[src/design/pmlm_pkg.sv]
// ----------------------------------------------------------------------------
// pmlm_pkg
// Shared types and constants of the peak and RMS level meter.
// ----------------------------------------------------------------------------
package pmlm_pkg;

  localparam int SUM_BITS  = 64;
  localparam int CNT_BITS  = 32;
  localparam int ROOT_BITS = 32;
  localparam int WIN_BITS  = 16;
  localparam int STEP_BITS = 6;

  localparam logic [WIN_BITS-1:0] RMS_WINDOW_RESET = 16'd13230;

  // configuration register indexes
  localparam logic REG_STEREO_MODE = 1'b0;
  localparam logic REG_RMS_WINDOW  = 1'b1;

  typedef enum logic [2:0] {
    ST_IDLE,
    ST_MUL,
    ST_ACC,
    ST_DIV,
    ST_SQRT,
    ST_EMIT
  } pmlm_state_t;

endpackage

[src/design/peak_rms_level_meter.sv]
// ----------------------------------------------------------------------------
// peak_rms_level_meter
// Per-buffer peak and windowed RMS meter for stereo frames, bit-serial
// squaring, restoring division and digit-by-digit square root.
// ----------------------------------------------------------------------------
//  channel | beat                                     | handshake
//  in_     | tdata {right, left}, tlast = buffer end  | in_tvalid / in_tready
//  out_    | tdata {rms_r, rms_l, peak_r, peak_l}     | out_tvalid / out_tready
//  cfg_    | cfg_index, cfg_data                      | cfg_valid / cfg_ready
//
// Each frame is taken in IDLE, squared in MUL by one shift-add step per
// multiplier bit for both channels in parallel, and summed in ACC. A buffer
// end goes on to EMIT to hand over the result; when the window is reached the
// 64-step divider and the 32-step root run first. One frame is in work at a time. The output
// register holds a result while the next frame is taken; a second result
// waits until it drains. Reset is synchronous; cfg_ready is always high.
// ----------------------------------------------------------------------------
module peak_rms_level_meter
  import pmlm_pkg::*;
#(
  parameter int SAMPLE_BITS = 24
) (
  input  logic                      clk,
  input  logic                      rst_n,
  input  logic                      in_tvalid,
  output logic                      in_tready,
  // left_sample, right_sample (lowest bit first), zero padded
  input  logic [((2*SAMPLE_BITS+7)/8)*8-1:0] in_tdata,
  input  logic                      in_tlast,
  output logic                      out_tvalid,
  input  logic                      out_tready,
  // peak_left, peak_right, rms_left, rms_right (lowest bit first), zero padded
  output logic [((4*SAMPLE_BITS+7)/8)*8-1:0] out_tdata,
  input  logic                      cfg_valid,
  output logic                      cfg_ready,
  input  logic                      cfg_index,
  input  logic [WIN_BITS-1:0]       cfg_data
);

  localparam int N = SAMPLE_BITS;
  localparam int OUT_W = ((4*SAMPLE_BITS+7)/8)*8;
  localparam logic [N-1:0] SIGN_VAL = {1'b1, {(N-1){1'b0}}};

  pmlm_state_t state_r, state_nxt;
  logic [STEP_BITS-1:0] step_r, step_nxt;

  logic                stereo_r;
  logic [WIN_BITS-1:0] window_r;

  logic              last_r, last_nxt;
  logic [N-1:0]      mag_r   [2];
  logic [N-1:0]      mag_nxt [2];
  logic [2*N-1:0]    prod_r  [2];
  logic [2*N-1:0]    prod_nxt[2];
  logic [N-1:0]      peak_r  [2];
  logic [N-1:0]      peak_nxt[2];
  logic [SUM_BITS-1:0] sum_r  [2];
  logic [SUM_BITS-1:0] sum_nxt[2];
  logic [CNT_BITS-1:0] cnt_r, cnt_nxt;
  logic [CNT_BITS-1:0] drem_r  [2];
  logic [CNT_BITS-1:0] drem_nxt[2];
  logic [ROOT_BITS+2:0] srem_r  [2];
  logic [ROOT_BITS+2:0] srem_nxt[2];
  logic [ROOT_BITS-1:0] root_r  [2];
  logic [ROOT_BITS-1:0] root_nxt[2];
  logic [N-1:0]      rms_r   [2];
  logic [N-1:0]      rms_nxt [2];

  logic              out_valid_r, out_valid_nxt;
  logic [4*N-1:0]    out_data_r, out_data_nxt;

  // working values of the step logic
  logic [N-1:0]          raw_smp [2];
  logic [N:0]            mul_sum [2];
  logic [SUM_BITS:0]     acc_sum [2];
  logic [CNT_BITS:0]     div_sh  [2];
  logic [ROOT_BITS+2:0]  sq_sh   [2];
  logic [ROOT_BITS+2:0]  sq_try  [2];
  logic [CNT_BITS-1:0]   cnt_inc;

  assign in_tready  = (state_r == ST_IDLE);
  assign cfg_ready  = 1'b1;
  assign out_tvalid = out_valid_r;
  assign out_tdata  = OUT_W'(out_data_r);

  assign raw_smp[0] = in_tdata[N-1:0];
  assign raw_smp[1] = stereo_r ? in_tdata[2*N-1:N] : in_tdata[N-1:0];

  // configuration registers
  always_ff @(posedge clk) begin
    if (!rst_n) begin
      stereo_r <= 1'b1;
      window_r <= RMS_WINDOW_RESET;
    end else if (cfg_valid) begin
      unique case (cfg_index)
        REG_STEREO_MODE: stereo_r <= cfg_data[0];
        REG_RMS_WINDOW:  window_r <= cfg_data;
        default:         stereo_r <= stereo_r;
      endcase
    end
  end

  // state and datapath registers
  always_ff @(posedge clk) begin
    if (!rst_n) begin
      state_r     <= ST_IDLE;
      step_r      <= '0;
      out_valid_r <= 1'b0;
      cnt_r       <= '0;
      for (int c = 0; c < 2; c++) begin
        peak_r[c] <= '0;
        sum_r[c]  <= '0;
        rms_r[c]  <= '0;
      end
    end else begin
      state_r     <= state_nxt;
      step_r      <= step_nxt;
      out_valid_r <= out_valid_nxt;
      cnt_r       <= cnt_nxt;
      for (int c = 0; c < 2; c++) begin
        peak_r[c] <= peak_nxt[c];
        sum_r[c]  <= sum_nxt[c];
        rms_r[c]  <= rms_nxt[c];
      end
    end
  end

  always_ff @(posedge clk) begin
    last_r     <= last_nxt;
    out_data_r <= out_data_nxt;
    for (int c = 0; c < 2; c++) begin
      mag_r[c]  <= mag_nxt[c];
      prod_r[c] <= prod_nxt[c];
      drem_r[c] <= drem_nxt[c];
      srem_r[c] <= srem_nxt[c];
      root_r[c] <= root_nxt[c];
    end
  end

  // next state and datapath steps
  always_comb begin
    state_nxt     = state_r;
    step_nxt      = step_r;
    last_nxt      = last_r;
    cnt_nxt       = cnt_r;
    out_valid_nxt = out_valid_r;
    out_data_nxt  = out_data_r;
    cnt_inc       = (cnt_r == '1) ? cnt_r : cnt_r + 1'b1;
    for (int c = 0; c < 2; c++) begin
      mag_nxt[c]  = mag_r[c];
      prod_nxt[c] = prod_r[c];
      peak_nxt[c] = peak_r[c];
      sum_nxt[c]  = sum_r[c];
      drem_nxt[c] = drem_r[c];
      srem_nxt[c] = srem_r[c];
      root_nxt[c] = root_r[c];
      rms_nxt[c]  = rms_r[c];
      mul_sum[c]  = {1'b0, prod_r[c][2*N-1:N]} + (prod_r[c][0] ? {1'b0, mag_r[c]} : '0);
      acc_sum[c]  = {1'b0, sum_r[c]} + (SUM_BITS+1)'(prod_r[c]);
      div_sh[c]   = {drem_r[c], sum_r[c][SUM_BITS-1]};
      sq_sh[c]    = {srem_r[c][ROOT_BITS:0], sum_r[c][SUM_BITS-1 -: 2]};
      sq_try[c]   = {1'b0, root_r[c], 2'b01};
    end

    // drain the output register
    if (out_valid_r && out_tready) begin
      out_valid_nxt = 1'b0;
    end

    unique case (state_r)
      ST_IDLE: begin
        if (in_tvalid) begin
          // take the frame and form magnitudes
          last_nxt = in_tlast;
          for (int c = 0; c < 2; c++) begin
            mag_nxt[c]  = raw_smp[c][N-1] ? (~raw_smp[c] + 1'b1) : raw_smp[c];
            prod_nxt[c] = {{N{1'b0}}, mag_nxt[c]};
          end
          step_nxt  = '0;
          state_nxt = ST_MUL;
        end
      end
      ST_MUL: begin
        // one shift-add step per multiplier bit
        for (int c = 0; c < 2; c++) begin
          prod_nxt[c] = {mul_sum[c], prod_r[c][N-1:1]};
        end
        step_nxt = step_r + 1'b1;
        if (step_r == STEP_BITS'(N - 1)) begin
          state_nxt = ST_ACC;
        end
      end
      ST_ACC: begin
        // update peaks, saturating sums and frame count
        for (int c = 0; c < 2; c++) begin
          if (mag_r[c] > peak_r[c]) peak_nxt[c] = mag_r[c];
          sum_nxt[c] = acc_sum[c][SUM_BITS] ? '1 : acc_sum[c][SUM_BITS-1:0];
          drem_nxt[c] = '0;
          srem_nxt[c] = '0;
          root_nxt[c] = '0;
        end
        cnt_nxt  = cnt_inc;
        step_nxt = '0;
        if (!last_r) begin
          state_nxt = ST_IDLE;
        end else if (cnt_inc >= CNT_BITS'(window_r)) begin
          state_nxt = ST_DIV;
        end else begin
          state_nxt = ST_EMIT;
        end
      end
      ST_DIV: begin
        // restoring division; the sum register shifts into the quotient
        for (int c = 0; c < 2; c++) begin
          if (div_sh[c] >= {1'b0, cnt_r}) begin
            drem_nxt[c] = CNT_BITS'(div_sh[c] - {1'b0, cnt_r});
            sum_nxt[c]  = {sum_r[c][SUM_BITS-2:0], 1'b1};
          end else begin
            drem_nxt[c] = div_sh[c][CNT_BITS-1:0];
            sum_nxt[c]  = {sum_r[c][SUM_BITS-2:0], 1'b0};
          end
        end
        step_nxt = step_r + 1'b1;
        if (step_r == '1) begin
          step_nxt  = '0;
          state_nxt = ST_SQRT;
        end
      end
      ST_SQRT: begin
        // two quotient bits per step into the root
        for (int c = 0; c < 2; c++) begin
          sum_nxt[c] = {sum_r[c][SUM_BITS-3:0], 2'b00};
          if (sq_sh[c] >= sq_try[c]) begin
            srem_nxt[c] = sq_sh[c] - sq_try[c];
            root_nxt[c] = {root_r[c][ROOT_BITS-2:0], 1'b1};
          end else begin
            srem_nxt[c] = sq_sh[c];
            root_nxt[c] = {root_r[c][ROOT_BITS-2:0], 1'b0};
          end
        end
        step_nxt = step_r + 1'b1;
        if (step_r == STEP_BITS'(ROOT_BITS - 1)) begin
          // clamp, hold and clear the window
          for (int c = 0; c < 2; c++) begin
            sum_nxt[c] = '0;
            rms_nxt[c] = (root_nxt[c] > ROOT_BITS'(SIGN_VAL)) ? SIGN_VAL
                                                              : N'(root_nxt[c]);
          end
          cnt_nxt   = '0;
          state_nxt = ST_EMIT;
        end
      end
      ST_EMIT: begin
        // hand the result over once the output register is free
        if (!out_valid_r || out_tready) begin
          out_valid_nxt = 1'b1;
          out_data_nxt  = {rms_r[1], rms_r[0], peak_r[1], peak_r[0]};
          peak_nxt[0]   = '0;
          peak_nxt[1]   = '0;
          state_nxt     = ST_IDLE;
        end
      end
      default: state_nxt = ST_IDLE;
    endcase
  end

  // a result appears only from the hand-over state
  a_emit_src: assert property (@(posedge clk) disable iff (!rst_n)
    $rose(out_valid_r) |-> $past(state_r == ST_EMIT))
    else $error("result raised outside hand-over");

  // the divisor is never zero while dividing
  a_div_nonzero: assert property (@(posedge clk) disable iff (!rst_n)
    (state_r == ST_DIV) |-> (cnt_r != '0))
    else $error("division by zero count");

  // held RMS never passes full scale
  a_rms_clamp: assert property (@(posedge clk) disable iff (!rst_n)
    (rms_r[0] <= SIGN_VAL) && (rms_r[1] <= SIGN_VAL))
    else $error("RMS above full scale");

  // window cleared once a root completes
  a_win_clear: assert property (@(posedge clk) disable iff (!rst_n)
    (state_r == ST_SQRT && state_nxt == ST_EMIT) |=> (cnt_r == '0))
    else $error("window not cleared");

endmodule

[config.mk]
export PLATFORM = sky130hd
export DESIGN_NAME = peak_rms_level_meter
export DESIGN_NICKNAME = d
export VERILOG_FILES = /design/src/design/pmlm_pkg.sv /design/src/design/peak_rms_level_meter.sv
export SDC_FILE = /design/constraint.sdc
export NUM_CORES = 2
export LEC_CHECK = 0
export ABC_AREA = 1
export CAP_MARGIN = 20
export CORE_UTILIZATION = 45
export CTS_CLUSTER_DIAMETER = 150
export DETAILED_ROUTE_END_ITERATION = 6
export DONT_BUFFER_PORTS = 1
export GPL_TIMING_DRIVEN = 0
export SLEW_MARGIN = 30
export SYNTH_ARGS = -nofsm -noshare
export SYNTH_HDL_FRONTEND = slang
export SYNTH_SLANG_ARGS = --single-unit
[constraint.sdc]
create_clock -name clk -period 14.2 [get_ports clk]
set_clock_uncertainty 0.05 [all_clocks]
set_input_delay 0.71 -clock clk [delete_from_list [all_inputs] [get_ports clk]]
set_output_delay 0.71 -clock clk [all_outputs]
set_load 0.1 [all_outputs]
### After elaboration in Yosys (flattened, before gate mapping)

Memory sizes are Yosys's and may differ from the RTL's.
Cells that the tools add are included.

* reduce and logical (&&, ||, !) cells: 14
* bitwise operators: 9
* muxes and demuxes: 59
* $add $sub $neg: 12
* $lt $le $gt $ge: 9
* equality and inequality tests: 14

Operators with widths (number)
* 128-bit one-hot mux with 3 select lines: 1
* 24-bit 2-to-1 mux: 13
* 64-bit 2-to-1 mux: 4
* 64-bit one-hot mux with 2 select lines: 2
* 48-bit 2-to-1 mux: 5
* 32-bit 2-to-1 mux: 6
* 96-bit one-hot mux with 2 select lines: 1
* 70-bit one-hot mux with 2 select lines: 1
* 64-bit by 48-bit adder with 65-bit output: 2
* 128-bit 2-to-1 mux: 1
* 96-bit 2-to-1 mux: 1
* 48-bit one-hot mux with 2 select lines: 1
* 35-bit by 34-bit >= comparator with 1-bit output: 2
* 35-bit 2-to-1 mux: 2
* 35-bit by 34-bit subtractor with 35-bit output: 2
* 33-bit by 32-bit >= comparator with 1-bit output: 2
* 32-bit by 24-bit greater-than comparator with 1-bit output, second input constant: 2
* 32-bit one-hot mux with 2 select lines: 1
* 32-bit subtractor: 2
* 24-bit by 24-bit adder with 25-bit output: 2
* 24-bit by 1-bit adder with 24-bit output, second input constant: 2
* 24-bit greater-than comparator: 2
* 24-bit NOT: 2
* 32-bit by 1-bit adder with 32-bit output, second input constant: 1
* 25 further kinds: 57

* output and inout bits: 99
* memories: 8
* bits in registers: 156
* bits in writable memories: 566
* input bits: 71
* logic and storage cells: 133

Memory list
* sum_r: words 2, width 64, read ports 2, clocked after memory_dff 0, wr ports 2, RTL line peak_rms_level_meter.sv:57 `logic [SUM_BITS-1:0] sum_r [2];`
* prod_r: words 2, width 48, read ports 2, clocked after memory_dff 0, wr ports 2, RTL line peak_rms_level_meter.sv:53 `logic [2*N-1:0] prod_r [2];`
* srem_r: words 2, width 35, read ports 2, clocked after memory_dff 0, wr ports 2, RTL line peak_rms_level_meter.sv:62 `logic [ROOT_BITS+2:0] srem_r [2];`
* drem_r: words 2, width 32, read ports 2, clocked after memory_dff 0, wr ports 2, RTL line peak_rms_level_meter.sv:60 `logic [CNT_BITS-1:0] drem_r [2];`
* root_r: words 2, width 32, read ports 2, clocked after memory_dff 0, wr ports 2, RTL line peak_rms_level_meter.sv:64 `logic [ROOT_BITS-1:0] root_r [2];`
* mag_r: words 2, width 24, read ports 2, clocked after memory_dff 0, wr ports 2, RTL line peak_rms_level_meter.sv:51 `logic [N-1:0] mag_r [2];`
* 2 more memories

### Logic depth before layout (Yosys ltp)

An unclocked memory read counts as a cell.

* depth after elaboration: 9
* depth in mapped cells: 21
* gate-level depth less buffers: 21

### Worst setup path before layout

No wires, ideal clock.

* path type: register to register
* start point: register state_r[0] (netlist name)
* end point: memory prod_r[0][0] (netlist name), enable pin
* data arrival time: 8.764 ns
* data required time: 13.466 ns
* stages on the path, launching flop included: 6
* slack: 4.702 ns
* cell sequence: dfxtp_1 -> nor2_1 -> inv_1 -> nor2_1 -> inv_1 -> o21ai_0

RTL lines (RTL line)
* end, declared: peak_rms_level_meter.sv:53

### Worst setup path after layout

* start point: register cnt_r[0]
* end point: register state_r[2]

* cells in the longest elaborated chain, start to end: 6

RTL lines
* start, declared: RTL line peak_rms_level_meter.sv:59 `logic [CNT_BITS-1:0] cnt_r, cnt_nxt;`
* start signal, assigned: RTL line peak_rms_level_meter.sv:119 `cnt_r <= cnt_nxt;`
* 32-bit by 1-bit adder with 32-bit output or 32-bit equality test (tied branches): RTL line peak_rms_level_meter.sv:148 `cnt_inc = (cnt_r == '1) ? cnt_r : cnt_r + 1'b1;`
* 32-bit 2-to-1 mux *: RTL line peak_rms_level_meter.sv:148
* 32-bit by 16-bit >= comparator with 1-bit output *: RTL line peak_rms_level_meter.sv:206 `end else if (cnt_inc >= CNT_BITS'(window_r)) begin`
* 3-bit 2-to-1 mux *: RTL line peak_rms_level_meter.sv:206
* 3-bit 2-to-1 mux *: RTL line peak_rms_level_meter.sv:204 `if (!last_r) begin`
* 3-bit one-hot mux with 6 select lines *: RTL line peak_rms_level_meter.sv:170 `unique case (state_r)`
* end signal, assigned: RTL line peak_rms_level_meter.sv:116 `state_r <= state_nxt;`
* end, declared: RTL line peak_rms_level_meter.sv:44 `pmlm_state_t state_r, state_nxt;`

Mark *: on every way between the ends. The rest lies on a longest branch, timed or not.
A chain may end at the register's enable or synchronous reset.

==> reports/results.txt <==
gr ovfl total: 0
Pleak: 0.0225 uW
Final min period: 4810 ps
number of global-route vias before repair: 45200
Final Non-Filler Cells: 8386
Port Buffer Count: 0
RSZ-0062 raised after global routing: no
Worst Path Buf+Inv: 2
Synth Area in Simple Gates: 22.1%
largest net degree at the start of global routing: 46
clock sink total: 718
Worst-Skew Late Latency: 700 ps
CP endpoint kind: flip-flop
Placed Instances: 8222
switching pwr: 4680 uW
most common cell after layout, fill and taps aside: nand2_1
share of layout cells above drive strength 1: 4.47%
hold path cells: 0
Crit Path Class: flip-flop to flip-flop
gp weighted congestion: 0.980
reg2reg path depth: 19
worst stage delay on the critical path: 730 ps
compound-gate portion of the synthesized area: 19.4%
Yosys reg bits: 718
Min Hold Slack: 64.2 ps
Hold WC Path Type: input port to flip-flop
TritonRoute pass-1 iters: 6
fin. max-slew vios: 0
Worst-Margin Slew: 1040 ps
initial antenna violation count: 4
Post-Synth Adder-Cell Area: 8.89%
Final Setup Violations: 0
Worst EP arrival: 5350 ps
final setup TNS: 0 ps
max-cap viol count: 0
Post-CTS Setup Inserts: 0
Synth Instances: 6728
slew margin rel.: 30.5%
WL/cell: 21.3 microns
commonest cells after routing, fill and taps aside: 1432 x nand2_1, 785 x a21oi_1, 783 x inv_1
total track usage: 31.0%
Die Area: 113000 sq um
ys async rst share: 0%
Netlist cell types: 72
vias: 47600
post-CTS sizing: 0
worst setup margin: 9390 ps
Synth area leaders: edfxtp_1 26%, dfxtp_1 11%, nand2_1 11%
XOR/XNOR share of the synthesized area: 4.07%
core area: 110000 sq um
Post-synth EDFFs: 435
Die Y: 335 microns
htree depth: 3
slowest CP cell: dfxtp_1
largest family of logic cells by synthesized area: simple AND/OR/NAND/NOR gates
Hold Vio Cnt, Final: 0
initial detailed-routing violation count: 4589
P per Cell Area: 187 nW/um^2
fmax: 208 MHz
Initial Utilization: 45.7%
switch share: 45.2%
hold bufs inserted after CTS: 0
Root Buffer: clkbuf_16
Die Wd: 335 microns
Synth top area share: 26.1%
number of synthesis warnings: 0
worst vdd ir: 143 uV
first-pass GRT wire length: 268000 microns
CTS Buffer Depth: 3
drt drc: 0
FP Rows: 121
crit start category: flip-flop
Levels on crit path: 19
dpl cell area: 52400 sq um
Layout area overhead: 10.8%
IO Pins: 170
CTS tree: yes
HPWL Detailed: 142000 microns
sequential share of power: 32.9%
fin nets: 7258
CTS Buf Count: 86
syn nets: 7151
status: complete, no violations
Mapped Area: 50000 sq um
Yosys top cell by area: edfxtp_1
Post-Layout Inst Area: 55400 sq um
Primary FF master, synth: edfxtp_1
crit-path cells: ha_1, nand2_2, nor2_4, nand2_2, nor2_2, nand2_2, buf_2, buf_2, nand2_1, ha_1, a21oi_1, nor2_1, a211oi_1, o21ai_0, a21oi_1, nand4_1, nand2_1, nand2_1, a21oi_1
mux cell area share after synthesis: 0.168%
Place WS: 9530 ps
Largest delay share family, worst path: simple AND/OR/NAND/NOR gates
final antenna-violating net count: 0
Int Power: 5670 uW
CP required: 14740 ps
routed vias/inst: 5.68
final WL: 178000 microns
part of the cycle the worst path needs: 33.9%
clock share of power: 22.7%
synthesized area per cell: 7.44 sq um
register area share after synthesis: 37.4%
clock slew at reported path FFs: 60 ps
crit-path max FO: 10
combinational share of power: 44.4%
Filler Cells Inserted: 11000
==> cells by family after synthesis <==
kind of cell               after synthesis
AOI/OAI and AO/OA                     1732
xor gates and xnor gates               231
and+or+nand+nor                       2672
muxes                                    8
other                                    1
DFF                                    718
buffers and inverters                 1014
adders and majority gates              352
==> worst paths after layout <==
check,end,from,slack (ps)
worst max register to register,state_r[2],cnt_r[0],9390
worst min register to register,out_tdata[65],rms_r[0][17],370
worst max-delay path,state_r[2],cnt_r[0],9390
worst min-delay path,mag_r[0][0],in_tdata[0],60
==> layout make-up <==
class	instances	area (sq um)	area share, %
sequential	718	18700	33.8
clock buffer	115	2490	4.49
buffer	220	997	1.80
clock inverter	47	546	0.984
tap	1476	1850	3.33
antenna	1	2.50	0.00451
timing repair buffer	19	438	0.790
multi-input combinational	4996	27400	49.4
inverter	794	2990	5.39
==> worst reg2reg max path, delay by kind of cell (launching register included) <==
family          cells  cell delay (ps)
compound gates      5             1070
fa+ha+maj           2              690
simple gates       10             1730
flops               1              730
buf+inv             2              460
==> metrics by stage <==
step / total power (uW) / util [%]
2_1_floorplan: 6390 / -
3_3_place_gp: 7880 / 47.3
3_5_place_dp: 7910 / 47.8
4_1_cts: 10300 / 50.6
5_1_grt: 11000 / 50.6
6_report: 10300 / 50.6
==> layer usage <==
| layer | track usage, % | part of all wire [%] |
|---|---|---|
| met5 | 0 | 0 |
| met2 | 49.5 | 45 |
| met3 | 4.16 | 6.2 |
| met1 | 41.7 | 44 |
| met4 | 14.0 | 4.9 |
==> registers in the layout (all words and copies together), names as in the netlist <==
| signal | count |
|---|---|
| sum_r | 128 |
| out_tdata | 96 |
| prod_r | 96 |
| srem_r | 66 |
| drem_r | 64 |
| root_r | 64 |
| mag_r | 48 |
| peak_r | 48 |
| rms_r | 48 |
| cnt_r | 32 |
| window_r | 16 |
| step_r | 6 |
| state_r | 3 |
| last_r | 1 |
| out_tvalid | 1 |
| stereo_r | 1 |
==> synthesized netlist by cell type, types with 6 or more instances <==
master and instances:
a21boi_0 16, nand3_1 348, dfxtp_1 283, xor2_1 144, buf_6 12, o21a_1 33
nand2_2 8, inv_2 8, buf_2 40, fa_1 6, buf_1 15, nand4_1 65
o21ai_2 8, xnor2_1 85, nand3b_1 11, clkbuf_1 144, a41oi_1 28, o21bai_1 37
o21ai_1 20, a21o_1 42, nand2_1 1434, nor2_1 665, nor3_1 61, mux2i_1 7
a21oi_1 785, edfxtp_1 435, a22oi_1 13, o21ai_0 566, inv_1 783, nor4_1 30
a31oi_1 36, ha_1 346, o211ai_1 25, a221oi_1 87, nor2_2 8, or2_2 10
a211oi_1 12
==> power by group through the flow <==
stage                     Combinational [uW]  Clock (uW)  Sequential, uW
final                                   4590        2350            3400
after global routing                    5100        2460            3420
after CTS                               4510        2390            3390
after detailed placement                4490           0            3420
after global placement                  4350           0            3530
after floorplan                         3200           0            3190
No activity file was read; power rests on OpenSTA's default activity.
